`src/sv/risq_pkg.sv`:
```
// Package with the sizes, item kinds and state types of the range square-root store.
`default_nettype none
package risq_pkg;
	localparam int MAX_ELEMENTS = 65536;
	localparam int BLOCK_SIZE = 256;
	localparam int NUM_BLOCKS = (MAX_ELEMENTS + BLOCK_SIZE - 1) / BLOCK_SIZE;
	localparam int EW = $clog2(MAX_ELEMENTS);
	localparam int BW = (NUM_BLOCKS > 1) ? $clog2(NUM_BLOCKS) : 1;
	localparam int OW = $clog2(BLOCK_SIZE);
	localparam int TW = 31 + OW + 1;
	localparam int SW = 47;
	localparam int QDEPTH = 4;
	localparam int QW = $clog2(QDEPTH);

	typedef enum logic [1:0] {
		KIND_LOAD = 2'd0,
		KIND_SQRT = 2'd1,
		KIND_SUM  = 2'd2,
		KIND_NONE = 2'd3
	} kind_t;

	typedef enum logic [1:0] {
		OP_LOAD,
		OP_SQRT,
		OP_SUM,
		OP_FIXED
	} op_t;

	typedef struct packed {
		op_t         op;
		logic [15:0] lo;
		logic [15:0] hi;
		logic [30:0] value;
		logic        err;
	} cmd_t;

	typedef enum logic [3:0] {
		ST_CLEAR,
		ST_IDLE,
		ST_LOAD_RD,
		ST_LOAD_WR,
		ST_BLK,
		ST_RD,
		ST_WAIT,
		ST_ROOT,
		ST_NEXT,
		ST_BSUM,
		ST_DONE
	} state_t;
endpackage
`default_nettype wire

```
`src/sv/risq_front.sv`:
```
// Front end: classifies each request, clips its range and queues a command for each request it keeps.
`default_nettype none
module risq_front import risq_pkg::*; (
	input  wire logic        clk,
	input  wire logic        arst_n,
	input  wire logic        push,
	output logic             full,
	input  wire logic [1:0]  kind,
	input  wire logic [15:0] left_index,
	input  wire logic [15:0] right_index,
	input  wire logic [30:0] load_value,
	output logic             cmd_valid,
	output cmd_t             cmd,
	input  wire logic        cmd_take
);
	cmd_t         q_q [QDEPTH];
	logic [QW:0]  cnt_q;
	logic [QW-1:0] wp_q, rp_q;
	cmd_t         c;
	logic         keep;
	logic [16:0]  hi_c;
	logic         wr, rd;

	always_comb begin
		hi_c = ({1'b0, right_index} > 17'(MAX_ELEMENTS - 1)) ? 17'(MAX_ELEMENTS - 1)
			: {1'b0, right_index};
		c = '0;
		c.lo = left_index;
		c.hi = hi_c[15:0];
		c.value = load_value;
		keep = 1'b0;
		unique case (kind_t'(kind))
			KIND_LOAD: begin
				c.op = OP_LOAD;
				keep = {1'b0, left_index} < 17'(MAX_ELEMENTS);
			end
			KIND_SQRT: begin
				c.op = OP_SQRT;
				keep = {1'b0, left_index} <= hi_c;
			end
			KIND_SUM: begin
				keep = 1'b1;
				if ({1'b0, left_index} <= hi_c) begin
					c.op = OP_SUM;
				end else begin
					c.op = OP_FIXED;
					c.err = left_index > right_index;
				end
			end
			default: keep = 1'b0;
		endcase
	end

	assign full = cnt_q == (QW+1)'(QDEPTH);
	assign wr = push && !full && keep;
	assign rd = cmd_take && cmd_valid;
	assign cmd_valid = cnt_q != '0;
	assign cmd = q_q[rp_q];

	always_ff @(posedge clk) begin
		if (wr) begin
			q_q[wp_q] <= c;
		end
	end

	always_ff @(posedge clk or negedge arst_n) begin
		if (!arst_n) begin
			cnt_q <= '0;
			wp_q <= '0;
			rp_q <= '0;
		end else begin
			if (wr) begin
				wp_q <= wp_q + 1'b1;
			end
			if (rd) begin
				rp_q <= rp_q + 1'b1;
			end
			cnt_q <= cnt_q + (QW+1)'(wr) - (QW+1)'(rd);
		end
	end
endmodule
`default_nettype wire

```
`config.mk`:
```
export PLATFORM = sky130hd
export DESIGN_NAME = risq_front
export DESIGN_NICKNAME = d
export VERILOG_FILES = /design/src/sv/risq_pkg.sv /design/src/sv/risq_front.sv
export SDC_FILE = /design/constraint.sdc
export NUM_CORES = 1
export LEC_CHECK = 0
export ABC_AREA = 0
export BUFFER_PORTS_ARGS = -buffer_cell sky130_fd_sc_hd__buf_2
export CORE_UTILIZATION = 45
export DETAILED_ROUTE_END_ITERATION = 10
export GPL_TIMING_DRIVEN = 0
export SYNTH_ARGS = -nofsm -noshare
export SYNTH_HDL_FRONTEND = slang
export SYNTH_SLANG_ARGS = --single-unit
```
`constraint.sdc`:
```
create_clock -name clk -period 4.1 [get_ports clk]
set_input_delay 0.82 -clock clk [delete_from_list [all_inputs] [get_ports clk]]
set_output_delay 0.82 -clock clk [all_outputs]
set_load 0.05 [all_outputs]
```
==> metrics.md <==
| Metric | Value |
|---|---|
| Placed cell areas | `11550 sq um` |
| R2R cell count | `9` |
| VDD IR max | `0.4517 mV` |
| Worst-Margin Slew | `839.7 ps` |
| Max-Slew Margin vs Limit | `0.4402` |
| Number of placement rows | `55` |
| Min-Delay Path Class | `in2async` |
| Post-CTS Setup Inserts | `0` |
| Clock Path Buffers | `3` |
| Post-Syn Area per Cell | `23.15 sq um` |
| # IOs | `137` |
| ANT nets after route | `0` |
| Post-Syn Instances | `449` |
| Initial Util | `0.4591` |
| Number of global-route vias before repair | `5330` |
| Reg2Reg Setup Slack | `1460 ps` |
| Die height | `154.0 um` |
| Fraction of layout cells with a size suffix above 1 | `0.4119` |
| Filler cells | `1725` |
| CTS tree | `yes` |
| Synth-to-layout area growth | `20.43%` |
| Post-route DRC | `0` |
| Layout Nets | `715` |
| Worst-path clk slew | `60 ps` |
| Die area | `23710 sq um` |
| Die Width | `154.0 um` |
| RR Endpoint | `cnt_q[2]$_DFF_PN0_` |
| Final setup violating endpoints | `0` |
| Largest net degree at the start of global routing | `43` |
| Design area | `12520 sq um` |
| RSZ-0062 raised after global routing | `false` |
| Post-Route Setup TNS | `0 ps` |
| First-pass GRT wire length | `29950 um` |
| Period utilisation layout | `0.8949` |
| Buffers on Ports | `136` |
| Place WS | `277.7 ps` |
| Critical path fanouts, max | `10` |
| DRT Wirelength | `19420 um` |
| Clock skew | `11.27 ps` |
| Fin worst setup slack | `431.1 ps` |
| Clock sinks | `271` |
| Vias per cell | `5.336` |
| Leak | `0.004410 uW` |
| PostCTS Resize Cnt | `0` |
| Total track usage | `0.1677` |
| Post-synth design cell area | `10390 sq um` |
| Syn nets | `545` |
| H-tree Lvls | `1` |
| Critical path arrival | `2850 ps` |
| Hold_buf cts | `0` |
| Setup crit start kind | `flop` |
| Crit Path Class | `reg2out` |
| Max-cap violations | `0` |
| Gpl congestion | `0.7411` |
| Root Driver | `clkbuf_16` |
| Min Tclk post-route | `3669 ps` |
| Number of buffers created by CTS | `28` |
| HPWL after DPL | `11930 um` |
| FMAX | `272.6 MHz` |
| Sequential element share of the synthesized area | `0.7795` |
| Flops & latches, synth | `271` |
| Worst r2r src | `cnt_q[2]$_DFF_PN0_` |
| GRT Residual Overflow | `0` |
| Post-DR wirelength/cell | `20.92 um` |
| Fin. max-slew vios | `0` |
| Cell Pwr Density | `741.5 nW/um^2` |
| Synth warnings | `0` |
| Final Power | `9283 uW` |
| Initial antenna violation count | `1` |
| Skew-Pair Late Insertion Delay | `530 ps` |
| Status | `complete, no violations` |
| Vias after detailed routing | `4952` |
| CP endpoint kind | `output port` |
| CP Data Required Time | `3280 ps` |
| Netlist cell types | `30` |
| Drt first pass iters | `4` |
| Core box area | `22640 sq um` |
| DRT iter0 DRCs | `291` |
| Final hold vios | `0` |
-- area by class of cell --
cell class / instances / area (sq um) / area share
well taps: 285 / 356.6 / 0.02849
inverters: 24 / 90.09 / 0.007196
repair buffers: 140 / 790.8 / 0.06317
plain buffers: 15 / 68.82 / 0.005497
multi-input cells: 139 / 2143 / 0.1712
flip-flops and latches: 271 / 8103 / 0.6473
clock inverters: 19 / 220.2 / 0.01759
clock buffers: 33 / 740.7 / 0.05917
diodes: 2 / 5.005 / 0.0003998
-- state kept, by name (all words and copies together), names as in the netlist --
signal  count
cnt_q       3
rp_q        2
q_q       264
wp_q        2
-- worst max-delay path, stage by stage (launching register included) --
cell     delay, ps
dfrtp_1        430
buf_1          520
buf_1          700
mux4_2         440
buf_2          230
-- where the power goes --
part / total (uW) / switching [uW] / internal (uW)
Clock: 2590 / 990 / 1600
Sequential: 3360 / 67.1 / 3300
Combinational: 3330 / 2310 / 1020
Total: 9280 / 3370 / 5920
-- routing by layer --
metal / track usage / share of wire / vias to the layer above
met5: 0 / 0 / -
met4: 0.04429 / 0.017 / 0
met1: 0.2170 / 0.41 / 2549
li1: - / - / 2225
met2: 0.2835 / 0.50 / 151
met3: 0.04200 / 0.072 / 27
-- cell families (layout without fill, tap and decap cells) --
kind of cell	Yosys count	after routing	synth area share
xor+xnor	5	5	0.004214
fa+ha+maj	27	27	0.03322
flops	271	271	0.7795
other cells	0	2	0
simple gates	27	27	0.01493
mux	67	67	0.1444
compound gates	13	13	0.008426
buf+inv	39	231	0.01529
-- synthesized netlist by cell type --
cell type  number  area share
a31oi_2         1      0.0012
mux4_2         66        0.14
buf_2          10      0.0048
o21ai_0         2     0.00096
nand4_2         1      0.0012
and2_1          6      0.0036
buf_1           4      0.0014
mux2_4          1      0.0014
o211ai_1        1     0.00072
or3_1           1     0.00060
nor3b_1         1     0.00072
a2111o_1        1      0.0011
nor2_1          3      0.0011
nand2_1         6      0.0022
nor4_1          2      0.0012
nor2b_1         1     0.00060
nand4_1         3      0.0018
xnor2_1         3      0.0025
xor2_1          2      0.0017
edfxtp_1      264        0.76
or4b_1          1     0.00096
a21oi_2         1     0.00084
fa_1            1      0.0019
ha_1           26       0.031
dfrtp_1         7       0.017
a21oi_1         6      0.0029
inv_1          24      0.0087
nor3_1          2     0.00096
clkbuf_1        1     0.00036
o21a_1          1     0.00072
-- worst max path at each step --
stage,end,from,cells past startpoint
2_1_floorplan,q_q[2][0]$_DFFE_PP_,right_index[13],8
3_3_place_gp,q_q[3][31]$_DFFE_PP_,left_index[13],8
3_5_place_dp,q_q[0][52]$_DFFE_PP_,right_index[14],10
4_1_cts,cmd[41],rp_q[1]$_DFFE_PN0P_,4
5_1_grt,cmd[41],rp_q[1]$_DFFE_PN0P_,4
6_report,cmd[41],rp_q[1]$_DFFE_PN0P_,4
-- stage by stage --
step,std cells,util,hold slack (ps)
global placement,870,0.5049,507.9
detailed placement,874,0.5103,522.1
global route,926,0.5527,103.5
finish,928,0.5529,123.1
CTS,926,0.5527,105.0
floorplan,449,-,493.2
-- cells in the final DEF, fill, tap and decap left out, types with 3 or more instances in the layout --
master,Yosys,final
dfrtp_1,7,7
clkinv_2,0,3
mux4_2,66,66
buf_16,0,4
buf_2,10,146
a21oi_1,6,6
clkbuf_1,1,5
clkbuf_16,0,29
buf_1,4,4
nand2_1,6,6
clkinv_1,0,8
xnor2_1,3,3
bufinv_16,0,5
and2_4,0,4
nor2_1,3,3
ha_1,26,26
inv_1,24,24
edfxtp_1,264,264
nand4_1,3,3
(Power assumes the default switching activity.)
